--- src/hw/rtl/bgc_pkg.sv ---
// ----------------------------------------------------------------------------
// bgc_pkg
// Types, register indexes and reset values shared by the gesture classifier.
// ----------------------------------------------------------------------------
package bgc_pkg;

   localparam int COUNT_WIDTH_DEFAULT = 16;
   localparam int CSR_DATA_WIDTH      = 16;
   localparam int CSR_INDEX_WIDTH     = 3;

   typedef logic [CSR_INDEX_WIDTH-1:0] csr_index_type;
   typedef logic [CSR_DATA_WIDTH-1:0]  csr_data_type;

   localparam csr_index_type CSR_DEBOUNCE      = 3'd0;
   localparam csr_index_type CSR_SHORT_MAX     = 3'd1;
   localparam csr_index_type CSR_LONG_MAX      = 3'd2;
   localparam csr_index_type CSR_VERY_LONG_MAX = 3'd3;
   localparam csr_index_type CSR_DOUBLE_WINDOW = 3'd4;

   localparam csr_data_type DEBOUNCE_RESET      = 16'd782;
   localparam csr_data_type SHORT_MAX_RESET     = 16'd3906;
   localparam csr_data_type LONG_MAX_RESET      = 16'd31250;
   localparam csr_data_type VERY_LONG_MAX_RESET = 16'd62500;
   localparam csr_data_type DOUBLE_WINDOW_RESET = 16'd10937;

   typedef enum logic [2:0] {
      GESTURE_NONE   = 3'd0,
      GESTURE_SINGLE = 3'd1,
      GESTURE_LONG   = 3'd2,
      GESTURE_VLONG  = 3'd3,
      GESTURE_XLONG  = 3'd4,
      GESTURE_DOUBLE = 3'd5
   } gesture_type;

endpackage

--- src/hw/rtl/button_gesture_classifier_core.sv ---
// ----------------------------------------------------------------------------
// button_gesture_classifier_core
// Debounces a ticked button level and classifies clicks by hold time.
// ----------------------------------------------------------------------------
// One transfer on req_ is one timer tick carrying the raw pin level
// (0 pressed, 1 released); every tick gives exactly one transfer on rsp_
// with the gesture seen on that tick and the debounced held state. The
// block takes one tick per cycle while rsp_ is not stalled. A tick passes
// the input register, then the result register, where the state update
// and classification happen in a single pass of compares and saturating
// increments. rsp_stall backs up into req_stall only when both registers
// are full. Hold, lockout and double-click counters are COUNT_WIDTH bits
// and saturate at their top value. The five threshold registers are
// written through csr_ only while no tick is in flight, a rule for the
// user that the block does not enforce; higher indexes are ignored.
// ----------------------------------------------------------------------------
module button_gesture_classifier_core #(
   parameter int COUNT_WIDTH = bgc_pkg::COUNT_WIDTH_DEFAULT
) (
   input  logic                   clock,
   input  logic                   reset,
   // tick input
   input  logic                   req_valid,
   output logic                   req_stall,
   input  logic                   req_button_level,
   // result output
   output logic                   rsp_valid,
   input  logic                   rsp_stall,
   output logic [2:0]             rsp_gesture,
   output logic                   rsp_button_held,
   // register writes
   input  logic                   csr_write_enable,
   input  bgc_pkg::csr_index_type csr_index,
   input  bgc_pkg::csr_data_type  csr_write_data
);
   import bgc_pkg::*;

   // compare width covers both the counters and the 16-bit thresholds
   localparam int CMP_W = (COUNT_WIDTH > CSR_DATA_WIDTH) ? COUNT_WIDTH : CSR_DATA_WIDTH;

   typedef logic [COUNT_WIDTH-1:0] count_type;
   typedef logic [CMP_W-1:0]       cmp_type;

   // threshold registers
   csr_data_type debounce_ff, short_max_ff, long_max_ff, very_long_max_ff, window_max_ff;

   // input register
   logic in_valid_ff;
   logic in_level_ff;

   // result register
   logic        out_valid_ff;
   gesture_type out_gesture_ff, out_gesture_in;
   logic        out_held_ff;

   // classifier state
   logic      held_ff, held_in;
   logic      lock_act_ff, lock_act_in;
   count_type lock_cnt_ff, lock_cnt_in;
   count_type press_cnt_ff, press_cnt_in;
   logic      first_ff, first_in;
   logic      second_ff, second_in;
   count_type win_cnt_ff, win_cnt_in;

   logic advance;     // result register can take a new value
   logic step;        // a tick moves from input to result register

   assign advance   = !out_valid_ff || !rsp_stall;
   assign step      = in_valid_ff && advance;
   assign req_stall = in_valid_ff && !advance;

   assign rsp_valid       = out_valid_ff;
   assign rsp_gesture     = out_gesture_ff;
   assign rsp_button_held = out_held_ff;

   // ---- register writes ----
   always_ff @(posedge clock) begin
      if (reset) begin
         debounce_ff      <= DEBOUNCE_RESET;
         short_max_ff     <= SHORT_MAX_RESET;
         long_max_ff      <= LONG_MAX_RESET;
         very_long_max_ff <= VERY_LONG_MAX_RESET;
         window_max_ff    <= DOUBLE_WINDOW_RESET;
      end else if (csr_write_enable) begin
         unique case (csr_index)
            CSR_DEBOUNCE:      debounce_ff      <= csr_write_data;
            CSR_SHORT_MAX:     short_max_ff     <= csr_write_data;
            CSR_LONG_MAX:      long_max_ff      <= csr_write_data;
            CSR_VERY_LONG_MAX: very_long_max_ff <= csr_write_data;
            CSR_DOUBLE_WINDOW: window_max_ff    <= csr_write_data;
            default: ;
         endcase
      end
   end

   // ---- one tick of classification ----
   always_comb begin
      logic      short_click;
      cmp_type   press_x;
      cmp_type   win_x;
      press_cnt_in   = press_cnt_ff;
      lock_cnt_in    = lock_cnt_ff;
      win_cnt_in     = win_cnt_ff;
      held_in        = held_ff;
      lock_act_in    = lock_act_ff;
      first_in       = first_ff;
      second_in      = second_ff;
      out_gesture_in = GESTURE_NONE;
      short_click    = 1'b0;

      // saturating advance of the running counters
      if (held_ff && press_cnt_ff != '1) press_cnt_in = press_cnt_ff + 1'b1;
      if (lock_act_ff && lock_cnt_ff != '1) lock_cnt_in = lock_cnt_ff + 1'b1;
      if (first_ff && win_cnt_ff != '1) win_cnt_in = win_cnt_ff + 1'b1;

      // lockout ends once the debounce time is reached
      if (lock_act_ff && cmp_type'(lock_cnt_in) >= cmp_type'(debounce_ff)) begin
         lock_act_in = 1'b0;
      end

      press_x = cmp_type'(press_cnt_in);
      if (!lock_act_in) begin
         if (!held_ff && !in_level_ff) begin
            // press edge
            held_in      = 1'b1;
            press_cnt_in = '0;
            lock_act_in  = 1'b1;
            lock_cnt_in  = '0;
         end else if (held_ff && in_level_ff) begin
            // release edge: classify the hold time
            held_in     = 1'b0;
            lock_act_in = 1'b1;
            lock_cnt_in = '0;
            priority if (press_x <= cmp_type'(short_max_ff))     short_click    = 1'b1;
            else if (press_x <= cmp_type'(long_max_ff))          out_gesture_in = GESTURE_LONG;
            else if (press_x <= cmp_type'(very_long_max_ff))     out_gesture_in = GESTURE_VLONG;
            else                                                 out_gesture_in = GESTURE_XLONG;
         end
      end

      if (short_click) begin
         if (!first_ff) begin
            first_in   = 1'b1;
            win_cnt_in = '0;
         end else begin
            second_in = 1'b1;
         end
      end

      // double-click window; a long-type release takes this tick
      win_x = cmp_type'(win_cnt_in);
      if (out_gesture_in == GESTURE_NONE && first_in) begin
         if (second_in) begin
            out_gesture_in = (win_x <= cmp_type'(window_max_ff)) ? GESTURE_DOUBLE
                                                                 : GESTURE_SINGLE;
            first_in  = 1'b0;
            second_in = 1'b0;
         end else if (win_x >= cmp_type'(window_max_ff)) begin
            out_gesture_in = GESTURE_SINGLE;
            first_in       = 1'b0;
         end
      end
   end

   // ---- control and state registers ----
   always_ff @(posedge clock) begin
      if (reset) begin
         in_valid_ff  <= 1'b0;
         out_valid_ff <= 1'b0;
         held_ff      <= 1'b0;
         lock_act_ff  <= 1'b0;
         lock_cnt_ff  <= '0;
         press_cnt_ff <= '0;
         first_ff     <= 1'b0;
         second_ff    <= 1'b0;
         win_cnt_ff   <= '0;
      end else begin
         if (!req_stall) in_valid_ff <= req_valid;
         if (advance) out_valid_ff <= in_valid_ff;
         if (step) begin
            held_ff      <= held_in;
            lock_act_ff  <= lock_act_in;
            lock_cnt_ff  <= lock_cnt_in;
            press_cnt_ff <= press_cnt_in;
            first_ff     <= first_in;
            second_ff    <= second_in;
            win_cnt_ff   <= win_cnt_in;
         end
      end
   end

   // ---- payload registers ----
   always_ff @(posedge clock) begin
      if (!req_stall && req_valid) in_level_ff <= req_button_level;
      if (step) begin
         out_gesture_ff <= out_gesture_in;
         out_held_ff    <= held_in;
      end
   end

`ifndef SYNTHESIS
   // a pending second click always has its first
   a_second_needs_first: assert property (@(posedge clock) disable iff (reset)
      second_ff |-> first_ff)
      else $error("second short click flag set without first");

   // only defined gesture codes leave the block
   a_gesture_code: assert property (@(posedge clock) disable iff (reset)
      out_valid_ff |-> (out_gesture_ff <= GESTURE_DOUBLE))
      else $error("undefined gesture code");

   // every accepted edge starts a lockout
   a_edge_locks: assert property (@(posedge clock) disable iff (reset)
      ($rose(held_ff) || $fell(held_ff)) |-> lock_act_ff)
      else $error("edge accepted without lockout");

   // state changes only when a tick moves through
   a_state_holds: assert property (@(posedge clock) disable iff (reset)
      !step |=> ($stable(held_ff) && $stable(first_ff) && $stable(press_cnt_ff)))
      else $error("classifier state changed without a tick");

   // result shown matches the debounced state
   a_held_matches: assert property (@(posedge clock) disable iff (reset)
      step |=> (out_held_ff == held_ff))
      else $error("reported held state differs from state register");
`endif

endmodule

--- config.mk ---
export PLATFORM = sky130hd
export DESIGN_NAME = button_gesture_classifier_core
export DESIGN_NICKNAME = d
export VERILOG_FILES = /design/src/hw/rtl/bgc_pkg.sv /design/src/hw/rtl/button_gesture_classifier_core.sv
export SDC_FILE = /design/constraint.sdc
export NUM_CORES = 1
export LEC_CHECK = 0
export ABC_AREA = 1
export BUFFER_PORTS_ARGS = -buffer_cell sky130_fd_sc_hd__buf_2
export CORE_MARGIN = 2
export CORE_UTILIZATION = 40
export DETAILED_ROUTE_END_ITERATION = 6
export SLEW_MARGIN = 10
export SYNTH_ARGS = -nofsm -noshare
export SYNTH_HDL_FRONTEND = slang
export SYNTH_SLANG_ARGS = --single-unit
--- constraint.sdc ---
create_clock -name clock -period 5.3 [get_ports clock]
set_input_delay 0.53 -clock clock [delete_from_list [all_inputs] [get_ports clock]]
set_output_delay 0.53 -clock clock [all_outputs]
set_load 0.01 [all_outputs]
# [Yosys cells after proc, flatten, opt, wreduce, memory -nomap -nowiden]
# Index checks and enable logic that the tools add are counted.
[word_totals] register_bits=139 elab_cells=95
[classes] reduce_logical=24 n_addsub=3 magnitude_cmp=6 eq_ne=7 mux=38
[ops] cell="two-way mux 16 bit" count=10
[ops] cell="less-or-equal comparator 16 bit" count=4
[ops] cell="adder 16 x 1 -> 16 bit, second input constant" count=3
[ops] cell="inequality test 16 bit, second input constant" count=3
[ops] cell="greater-or-equal comparator 16 bit" count=2
[ops] cell="two-way mux 3 bit" count=10
[ops] cell="two-way mux 1 bit" count=18
[ops] cell="logical AND 1 bit" count=10
[ops] cell="AND reduction 2 bit" count=5
[ops] cell="equality test 3 x 2 -> 1 bit, second input constant" count=2
[ops] cell="logical NOT 1 bit" count=6
[ops] cell="logical NOT 3 bit" count=2
[ops] cell="equality test 3 x 1 -> 1 bit, second input constant" count=1
[ops] cell="equality test 3 bit, second input constant" count=1
[ops] cell="logical OR 1 bit" count=1

# [Longest topological paths before layout]
# Gate-level depths: netlist of the first run.
[logic_depth] ltp_word=13 mapped_depth=38

# [Worst setup path before layout of the first run]
# OpenSTA, ideal clock, no wires.
[synth_timing] path_kind="register to register" from="register lock_cnt_ff[0]" to="register out_gesture_ff[0] (netlist: rsp_gesture[0]) (data pin)" stages_incl_launch_ff=33 period_less_slack_ns=4.204 path_buffers=1 path_slack_ns=1.096 required_time_ns=5.035 setup_ns=0.265 arrival_ns=3.939 cell_sequence="dfxtp_1 ha_1 inv_2 nor3_1 nand2_1 o21ai_4 inv_4 o21ai_0 inv_1 ha_1 nand2_1 inv_1 nand3_1 nor3_1 nand2_1 nand4_2 inv_1 nor2_1 nand2_1 buf_4 nand2_1 inv_1 ha_1 inv_1 nor2_1 o21ai_0 a21oi_1 o21bai_1 nand2_1 nor2_1 nand3_1 nand3_1 o21ai_0"
[synth_between] elab_chain_len=12 elab_cells_between_ends=18
[synth_rtl] element="start: declaration" line_no="button_gesture_classifier_core.sv:59" source="count_type lock_cnt_ff, lock_cnt_in;"
[synth_rtl] element="start signal: assignment" line_no="button_gesture_classifier_core.sv:183" source="lock_cnt_ff <= lock_cnt_in;"
[synth_rtl] element="branches (longest 2 deep; another with adder 16 x 1 -> 16 bit)"
[synth_rtl] element="two-way mux 16 bit *" line_no="button_gesture_classifier_core.sv:113" source="if (lock_act_ff && lock_cnt_ff != '1) lock_cnt_in = lock_cnt_ff + 1'b1;"
[synth_rtl] element="greater-or-equal comparator 16 bit *" line_no="button_gesture_classifier_core.sv:117" source="if (lock_act_ff && cmp_type'(lock_cnt_in) >= cmp_type'(debounce_ff)) begin"
[synth_rtl] element="logical AND 1 bit *" line_no="button_gesture_classifier_core.sv:117"
[synth_rtl] element="two-way mux 1 bit *" line_no="button_gesture_classifier_core.sv:117"
[synth_rtl] element="two-way mux 1 bit *" line_no="button_gesture_classifier_core.sv:122" source="if (!lock_act_in) begin"
[synth_rtl] element="two-way mux 16 bit *" line_no="button_gesture_classifier_core.sv:141" source="if (short_click) begin"
[synth_rtl] element="via win_cnt_in[1]" line_no="button_gesture_classifier_core.sv:63" source="count_type win_cnt_ff, win_cnt_in;"
[synth_rtl] element="greater-or-equal comparator 16 bit *" line_no="button_gesture_classifier_core.sv:158" source="end else if (win_x >= cmp_type'(window_max_ff)) begin"
[synth_rtl] element="two-way mux 3 bit *" line_no="button_gesture_classifier_core.sv:158"
[synth_rtl] element="two-way mux 3 bit *" line_no="button_gesture_classifier_core.sv:153" source="if (second_in) begin"
[synth_rtl] element="two-way mux 3 bit *" line_no="button_gesture_classifier_core.sv:152" source="if (out_gesture_in == GESTURE_NONE && first_in) begin"
[synth_rtl] element="via out_gesture_in[0]" line_no="button_gesture_classifier_core.sv:53" source="gesture_type out_gesture_ff, out_gesture_in;"
[synth_rtl] element="end signal: assignment" line_no="button_gesture_classifier_core.sv:196" source="out_gesture_ff <= out_gesture_in;"
[synth_rtl] element="end: declaration" line_no="button_gesture_classifier_core.sv:53"
# Mark *: on every way through the listed nets, which the timed path passes.
# A chain may end at the register's enable or synchronous reset.

# [Worst setup path after layout of the first run]
# Same ends and word-level chain as after synthesis.

==> impl_metrics.env, run 1 <==
export IMPL_drc=0
export IMPL_wire_per_inst_um=14.55
export IMPL_dp_hpwl_um=16370
export IMPL_synthMuxAreaShare_pct=0.1183
export IMPL_dieArea_mm2=0.02233
export IMPL_final_common_cell="nand2_1"
export IMPL_syn_num_nets=1316
export IMPL_power_density_mw_per_mm2=273.0
export IMPL_slew_headroom_pct=44.36
export IMPL_cp_start_kind="register"
export IMPL_hold_viol=0
export IMPL_p_int_uw=1885
export IMPL_clockRootBuffer="clkbuf_16"
export IMPL_irDropWorstVdd_v=0.0002447
export IMPL_fin_skew_ps=11.68
export IMPL_dr_pass1_iters=5
export IMPL_utilization_pct=45.23
export IMPL_timing_fmax_mhz=206.8
export IMPL_cts_tree="yes"
export IMPL_drt_iter0_markers=385
export IMPL_tightest_slew_ps=834.6
export IMPL_crit_type="reg2reg"
export IMPL_place_inst=1486
export IMPL_grt_overflow=0
export IMPL_multi_input_area_mm2=0.004681
export IMPL_min_period_ps=4835
export IMPL_fin_cells=1517
export IMPL_switchingPower_uw=693.7
export IMPL_p_clk_share_pct=44.4
export IMPL_vias_per_cell=5.007
export IMPL_cap_violations=0
export IMPL_cp_num_buf_inv=6
export IMPL_boundaryPins=31
export IMPL_grt_pass1_vias=7123
export IMPL_crit_top_cell="nand2_1"
export IMPL_r2r_start="lock_cnt_ff[0]"
export IMPL_synthToLayoutAreaGrowth_pct=11.65
export IMPL_route_vias_total=7596
export IMPL_status="finished, final reports clean"
export IMPL_ant_nets=0
export IMPL_clockBufferDepth=2
export IMPL_synth_simple_gate_area_share_pct=20.36
export IMPL_synth_compound_area_share_pct=18.57
export IMPL_dieHeight_um=149.4
export IMPL_cp_max_fo=10
export IMPL_required_ps=5430
export IMPL_hold_class="in2reg"
export IMPL_post_cts_setup_buffers=0
export IMPL_core_area_mm2=0.02089
export IMPL_most_common_layout_cells="nand2_1, inv_1, a21oi_1"
export IMPL_h_tree_depth=4
export IMPL_grt_first_pass_wirelength_um=36050
export IMPL_syn_area_per_cell_um2=7.016
export IMPL_fin_nets=1340
export IMPL_synth_top_family_by_area="simple AND/OR/NAND/NOR gates"
export IMPL_portBuffers=30
export IMPL_grt_max_degree=55
export IMPL_slew_violations=0
export IMPL_fin_crit_sh_pct=91.22
export IMPL_cp_slowest_cell="dfxtp_1"
export IMPL_drive_above_1_share_pct=8.374
export IMPL_clk_pin_slew_ps=60
export IMPL_hold_start="req_button_level"
export IMPL_gp_routability_congestion=0.8604
export IMPL_fillers=2151
export IMPL_diodes=0
export IMPL_initial_core_util_pct=40.51
export IMPL_startpoint="lock_cnt_ff[0]"
export IMPL_p_leak_uw=0.004384
export IMPL_antenna_found_initial=0
export IMPL_endpoint_kind="register"
export IMPL_yosys_warnings=0
export IMPL_synthCells=1206
export IMPL_clock_sinks=139
export IMPL_detail_route_wirelength_um=22070
export IMPL_yosysSeqAreaShare_pct=33.48
export IMPL_crit_family="simple AND/OR/NAND/NOR gates"
export IMPL_seqCellArea_mm2=0.002833
export IMPL_synth_area_mm2=0.008462
export IMPL_synthAdderAreaFrac_pct=12.57
export IMPL_clk_latency_ps=420
export IMPL_synthDistinctLibCells=39
export IMPL_comb_power_share_pct=12.5
export IMPL_cts_buffers=17
export IMPL_setup_viol=0
export IMPL_rows=53
export IMPL_p_sw_share_pct=26.90
export IMPL_synth_xor_area_share_pct=3.519
export IMPL_grtUsageTotal_pct=20.66
export IMPL_worst_path_largest_cell_delay_ps=390
export IMPL_die_x_um=149.4
export IMPL_ys_ff_latch=139
export IMPL_power_uw=2579
export IMPL_arrival_ps=4960
export IMPL_pwr_share_seq_pct=43.2
[logic make-up (layout without fill, tap and decap cells)]
group,after synthesis,count (layout)
buffers and inverters,245,281
adders and majority gates,85,85
AOI/OAI and AO/OA,293,293
and+or+nand+nor,409,409
muxes,1,1
DFF,139,139
xor gates and xnor gates,34,34
[stage by stage]
stage                     setup WS [ps]  instance area, um^2  hold WS [ps]  setup TNS (ps)
final                             465.5                 9448         281.8               0
after detailed placement          428.7                 8876         453.6               0
after CTS                         376.6                 9435         267.2               0
after global routing             -2.953                 9448         270.2          -2.953
after global placement            511.9                 8876         451.2               0
after floorplan                    1096                 8462         435.3               0
[repair_timing]
action / 4_1_cts / 5_1_grt
hold buffers: 0 / 0
setup endpoints to repair: 0 / 1
gates resized for setup: 0 / 5
[worst paths after layout]
kind                               to  slack (ps)  depth (start not counted)
hold / removal            in_level_ff         280                          1
setup / recovery       rsp_gesture[0]         470                         31
hold reg to reg   very_long_max_ff[8]         460                          2
setup reg to reg       rsp_gesture[0]         470                         31
[sequential cells by signal, summed over array words and instances (netlist names)]
name,flops
second_ff,1
short_max_ff,16
window_max_ff,16
lock_cnt_ff,16
press_cnt_ff,16
rsp_gesture,3
held_ff,1
debounce_ff,16
win_cnt_ff,16
rsp_valid,1
first_ff,1
in_level_ff,1
long_max_ff,16
in_valid_ff,1
rsp_button_held,1
lock_act_ff,1
very_long_max_ff,16
[per-layer routing]
metal,vias to the layer above,track usage (%),routed length (um)
li1,3989,-,-
met1,3443,28.11,11010
met2,131,33.58,9987
met3,33,3.262,642
met4,0,6.571,422
met5,-,0,0
[final cells by class]
cell class | count | area share (%)
clock buffers | 24 | 5.205
multi-input cells | 822 | 49.54
inverters | 206 | 8.211
clock inverters | 7 | 0.7151
well taps | 275 | 3.642
flip-flops and latches | 139 | 29.98
repair buffers | 44 | 2.702
[worst register-to-register path, delay by kind of cell (launching register included)]
family          cells  cell delay (ps)
simple gates       16             1830
buf+inv             6              500
fa+ha+maj           3              850
flops               1              390
compound gates      5              840
xor+xnor            1              110
[synth_stat cells (all sizes together)]
| cell type | number | share of area (%) |
|---|---|---|
| nand2 | 256 | 12 |
| inv | 204 | 9.1 |
| a21oi | 143 | 8.5 |
| dfxtp | 134 | 32 |
| o21ai | 112 | 6.8 |
| ha | 85 | 13 |
| nor2 | 68 | 3.2 |
| nand3 | 37 | 2.2 |
| clkbuf | 31 | 1.5 |
| o211ai | 26 | 2.3 |
| xor2 | 24 | 2.5 |
| nor3 | 22 | 1.4 |
| nand4 | 20 | 1.6 |
| xnor2 | 10 | 1.0 |
| buf | 7 | 0.62 |
| edfxtp | 5 | 1.8 |
| a31oi | 4 | 0.30 |
| nor4 | 4 | 0.30 |
| o21bai | 3 | 0.27 |
| a211oi | 2 | 0.18 |
| a21o | 2 | 0.18 |
| clkinv | 2 | 0.089 |
| nor3b | 2 | 0.18 |
| dlygate4sd1 | 1 | 0.10 |
| mux2i | 1 | 0.12 |
| o21a | 1 | 0.089 |
[power by group through the flow]
stage	clock network (uW)	logic (uW)	registers [uW]
finish	1140	322	1110
global placement	0	315	1140
global route	1210	371	1120
floorplan	0	227	1130
CTS	1160	321	1110
detailed placement	0	319	1140
Power figures use the tool's default switching activity.
==> run 2, diff against run 1 <==
Settings changed: REMOVE_ABC_BUFFERS from default to 1.
==> run 2 against run 1 <==
- maximum frequency shrank 0.17%
- critical endpoint unchanged
- largest power group unchanged
- global-route usage grew 0.096 points
- setup slack lost 8.0 ps
- clock power grew 11%
- die area is the same
- clock-buffer cell count shrank 2
- utilization grew 0.26 points
- highest routed layer unchanged
- worst hold slack is essentially flat
==> impl_metrics.env, run 2 (same netlist as run 1, synthesis figures left out) <==
export IMPL_status="finished, final reports clean"
export IMPL_detail_route_wirelength_um=22120
export IMPL_clockRootBuffer="clkbuf_16"
export IMPL_rows=53
export IMPL_fin_ws_ps=457.5
export IMPL_vias_per_cell=5.026
export IMPL_hold_start="req_button_level"
export IMPL_setup_tns_ps=0
export IMPL_hold_class="in2reg"
export IMPL_timing_fmax_mhz=206.5
export IMPL_worst_path_largest_cell_delay_ps=380
export IMPL_min_period_ps=4843
export IMPL_boundaryPins=31
export IMPL_ant_nets=0
export IMPL_power_density_mw_per_mm2=284.7
export IMPL_drc=0
export IMPL_cp_max_fo=22
export IMPL_arrival_ps=5000
export IMPL_fin_cells=1516
export IMPL_fin_skew_ps=8.259
export IMPL_r2r_setup_slack_ps=460
export IMPL_grt_first_pass_wirelength_um=36430
export IMPL_slew_violations=0
export IMPL_dieArea_mm2=0.02233
export IMPL_hold_viol=0
export IMPL_fin_nets=1338
export IMPL_cts_tree="yes"
export IMPL_drive_above_1_share_pct=8.380
export IMPL_gp_routability_congestion=0.8710
export IMPL_crit_family="simple AND/OR/NAND/NOR gates"
export IMPL_clk_pin_slew_ps=60
export IMPL_cts_buffers=17
export IMPL_drt_iter0_markers=572
export IMPL_pre_cts_ws_ps=436.2
export IMPL_h_tree_depth=4
export IMPL_cp_num_buf_inv=6
export IMPL_route_vias_total=7619
export IMPL_setup_viol=0
export IMPL_hold_slack_ps=281.7
export IMPL_cp_slowest_cell="dfxtp_1"
export IMPL_startpoint="press_cnt_ff[1]"
export IMPL_clk_latency_ps=430
export IMPL_fillers=2165
export IMPL_multi_input_area_mm2=0.004683
export IMPL_wire_per_inst_um=14.59
export IMPL_clockBufferDepth=2
export IMPL_dp_hpwl_um=16210
export IMPL_crit_top_cell="nand2_1"
export IMPL_portBuffers=30
export IMPL_r2r_start="press_cnt_ff[1]"
export IMPL_dieHeight_um=149.4
export IMPL_cap_violations=0
export IMPL_grtUsageTotal_pct=20.76
export IMPL_core_area_mm2=0.02089
export IMPL_dr_pass1_iters=5
export IMPL_rsz0062_at_grt="false"
export IMPL_fin_crit_sh_pct=91.37
export IMPL_cp_start_kind="register"
export IMPL_clock_sinks=139
export IMPL_seqCellArea_mm2=0.002833
export IMPL_tightest_slew_ps=1059
export IMPL_grt_max_degree=62
export IMPL_endpoint_kind="register"
export IMPL_power_uw=2705
export IMPL_p_leak_uw=0.004405
export IMPL_slew_headroom_pct=28.99
export IMPL_final_common_cell="nand2_1"
export IMPL_synthToLayoutAreaGrowth_pct=12.29
export IMPL_diodes=0
export IMPL_most_common_layout_cells="nand2_1, inv_1, a21oi_1"
export IMPL_place_inst=1482
export IMPL_grt_overflow=0
export IMPL_ctsHoldBuffers=0
export IMPL_crit_type="reg2reg"
export IMPL_antenna_found_initial=0
export IMPL_die_x_um=149.4
export IMPL_grt_pass1_vias=6975
export IMPL_irDropWorstVdd_v=0.0002309
export IMPL_required_ps=5460
export IMPL_initial_core_util_pct=40.51
==> run 2: final timing paths <==
check | depth (start not counted) | to
min reg2reg | 2 | short_max_ff[7]
min | 1 | in_level_ff
max | 30 | rsp_gesture[0]
max reg2reg | 30 | rsp_gesture[0]
==> run 2: worst reg2reg max path, delay by kind of cell (launching register included) <==
| kind | cells | cell delay (ps) |
|---|---|---|
| and+or+nand+nor | 16 | 1950 |
| DFF | 1 | 380 |
| buffers and inverters | 6 | 730 |
| adders and majority gates | 3 | 800 |
| AOI/OAI and AO/OA | 5 | 730 |
==> run 2: cell type report <==
| type | instances | share of cell area [%] |
|---|---|---|
| multi-input cells | 822 | 49.29 |
| clock inverters | 10 | 1.449 |
| flip-flops and latches | 139 | 29.81 |
| well taps | 275 | 3.621 |
| clock buffers | 22 | 5.109 |
| inverters | 206 | 8.191 |
| repair buffers | 42 | 2.528 |
==> run 2: stage by stage <==
step	area [um^2]	utilization, %
finish	9502	45.49
global route	9502	45.49
CTS	9469	45.33
detailed placement	8846	42.35
global placement	8846	42.35
floorplan	8274	-
==> run 2: timing repair <==
item	in CTS	in global routing
gates resized for setup	0	6
endpoints found under the setup margin	0	1
setup buffers	0	2
==> run 2: routing by layer <==
metal / global-route usage, % / up-vias / part of all wire [%]
met3: 2.744 / 26 / 2.9
met1: 29.85 / 3473 / 52
met2: 32.20 / 132 / 44
met4: 6.524 / 0 / 2.0
li1: - / 3988 / -
met5: 0 / - / 0
==> run 2: power breakdown <==
group          leakage [uW]  switching [uW]  internal [uW]
registers           0.00114            24.6           1090
logic               0.00296             217            106
clock network      0.000301             476            793
==> run 3, diff against run 2 <==
Settings changed: CORE_ASPECT_RATIO from default to 1.25.
==> run 3 against run 2 <==
- setup slack improved by 48 ps
- register-to-register slack improved by 50 ps
- sequential share of layout area shrank 0.059 points
- clock skew shrank 0.62 ps
- cell count shrank 0.26%
- routed wire length grew 0.85%
- largest cell class unchanged
- critical endpoint unchanged
- cell area grew 0.20%
- sequential power about the same
- worst hold slack lost 2.9 ps
==> impl_metrics.env, run 3 (same netlist as run 1, synthesis figures left out) <==
export IMPL_status="finished, final reports clean"
export IMPL_initial_core_util_pct=40.65
export IMPL_portBuffers=30
export IMPL_clk_latency_ps=420
export IMPL_place_inst=1478
export IMPL_wire_per_inst_um=14.75
export IMPL_worstHoldEndpoint="in_level_ff"
export IMPL_comb_power_share_pct=11.4
export IMPL_detail_route_wirelength_um=22310
export IMPL_worst_path_largest_cell_delay_ps=400
export IMPL_r2r_start="lock_cnt_ff[0]"
export IMPL_core_area_mm2=0.02082
export IMPL_cap_violations=0
export IMPL_fillers=2167
export IMPL_fin_crit_sh_pct=90.46
export IMPL_rr_worst_depth=28
export IMPL_clock_sinks=139
export IMPL_dp_hpwl_um=16270
export IMPL_antenna_found_initial=0
export IMPL_synthToLayoutAreaGrowth_pct=12.51
export IMPL_switchingPower_uw=707.1
export IMPL_fin_nets=1336
export IMPL_grt_overflow=0
export IMPL_boundaryPins=31
export IMPL_die_x_um=134.1
export IMPL_rows=59
export IMPL_hold_path_cell_count=1
export IMPL_gp_routability_congestion=0.9078
export IMPL_clockBufferDepth=2
export IMPL_setup_tns_ps=0
export IMPL_timing_fmax_mhz=208.6
export IMPL_clk_pin_slew_ps=60
export IMPL_fin_skew_ps=7.636
export IMPL_pre_cts_ws_ps=254.0
export IMPL_hold_class="in2reg"
export IMPL_slew_headroom_pct=23.07
export IMPL_slew_violations=0
export IMPL_arrival_ps=4950
export IMPL_dieHeight_um=166.6
export IMPL_irDropWorstVdd_v=0.0002027
export IMPL_p_int_uw=2086
export IMPL_endpoint_kind="register"
export IMPL_grt_first_pass_wirelength_um=36340
export IMPL_cts_tree="yes"
export IMPL_fin_cells=1512
export IMPL_most_common_layout_cells="nand2_1, inv_1, a21oi_1"
export IMPL_p_leak_uw=0.004421
export IMPL_hold_viol=0
export IMPL_grtUsageTotal_pct=20.56
export IMPL_cp_start_kind="register"
export IMPL_r2r_setup_slack_ps=510
export IMPL_pwr_share_seq_pct=39.9
export IMPL_crit_top_cell="nand2_1"
export IMPL_route_vias_total=7574
export IMPL_fin_ws_ps=505.6
export IMPL_ant_nets=0
export IMPL_rsz0062_at_grt="false"
export IMPL_tightest_slew_ps=1147
export IMPL_grt_max_degree=60
export IMPL_final_common_cell="nand2_1"
export IMPL_drive_above_1_share_pct=8.078
export IMPL_grt_pass1_vias=7240
export IMPL_placed_cell_area_mm2=0.008822
export IMPL_diodes=0
export IMPL_dieArea_mm2=0.02234
export IMPL_p_sw_share_pct=25.32
export IMPL_crit_type="reg2reg"
export IMPL_drt_iter0_markers=388
export IMPL_drc=0
export IMPL_cts_buffers=17
export IMPL_r2r_end="rsp_gesture[0]"
export IMPL_cp_slowest_cell="dfxtp_1"
export IMPL_min_period_ps=4794
export IMPL_cp_max_fo=15
export IMPL_setup_viol=0
export IMPL_p_clk_share_pct=48.7
export IMPL_vias_per_cell=5.009
export IMPL_power_density_mw_per_mm2=293.3
export IMPL_dr_pass1_iters=5
export IMPL_clockRootBuffer="clkbuf_16"
export IMPL_required_ps=5460
export IMPL_final_area_mm2=0.009520
export IMPL_h_tree_depth=4
export IMPL_hold_start="req_button_level"
==> run 3: per-stage QoR <==
stage	util, %	hold WS [ps]	total power (uW)
after floorplan	-	437.6	1343
after global placement	42.38	450.6	1447
after detailed placement	42.38	454.2	1451
after CTS	45.56	265.1	2816
after global routing	45.73	278.8	2906
final	45.73	278.8	2793
==> run 3: critical path, delay by kind of cell, from the launching register on <==
family | cells | cell delay (ps)
buffers and inverters | 4 | 280
AO/OA/AOI/OAI | 5 | 820
flip-flops | 1 | 400
adder cells (fa/ha/maj) | 3 | 900
AND/OR/NAND/NOR | 15 | 2030
XOR/XNOR | 1 | 100
==> run 3: timing repair <==
item | 4_1_cts | 5_1_grt
hold buffers | 0 | 0
resized for setup | 0 | 3
setup buffers | 0 | 3
endpoints found under the setup margin | 0 | 3
==> run 3: worst max path at each step <==
stage               slack, ps        startpoint  depth (start not counted)             end
finish                    510    lock_cnt_ff[0]                         28  rsp_gesture[0]
global route               10  press_cnt_ff[12]                         28  rsp_gesture[0]
detailed placement        250    lock_cnt_ff[0]                         28  rsp_gesture[0]
global placement          380    lock_cnt_ff[0]                         28  rsp_gesture[0]
CTS                       230    lock_cnt_ff[0]                         28  rsp_gesture[0]
floorplan                1100    lock_cnt_ff[0]                         31  rsp_gesture[0]
==> run 3: layer usage <==
| metal | GRT usage (%) | up-vias | part of all wire [%] |
|---|---|---|---|
| met5 | 0 | - | 0 |
| met2 | 36.83 | 122 | 50 |
| met1 | 23.94 | 3424 | 44 |
| met4 | 8.558 | 0 | 3.5 |
| li1 | - | 3980 | - |
| met3 | 3.683 | 48 | 3.3 |
==> run 3: layout make-up <==
type	instances	area, um^2	share of cell area [%]
Timing Repair Buffer	40	225.2	2.366
Clock inverter	12	220.2	2.313
Inverter	206	775.7	8.148
Multi-Input combinational cell	822	4681	49.17
Sequential cell	139	2833	29.75
Clock buffer	19	442.9	4.652
Tap cell	274	342.8	3.601
==> run 3: power groups by stage <==
stage               combinational [uW]  sequential, uW  clock [uW]
finish                             320            1110        1360
global route                       370            1120        1420
CTS                                319            1110        1380
detailed placement                 316            1140           0
global placement                   312            1140           0
floorplan                          213            1130           0
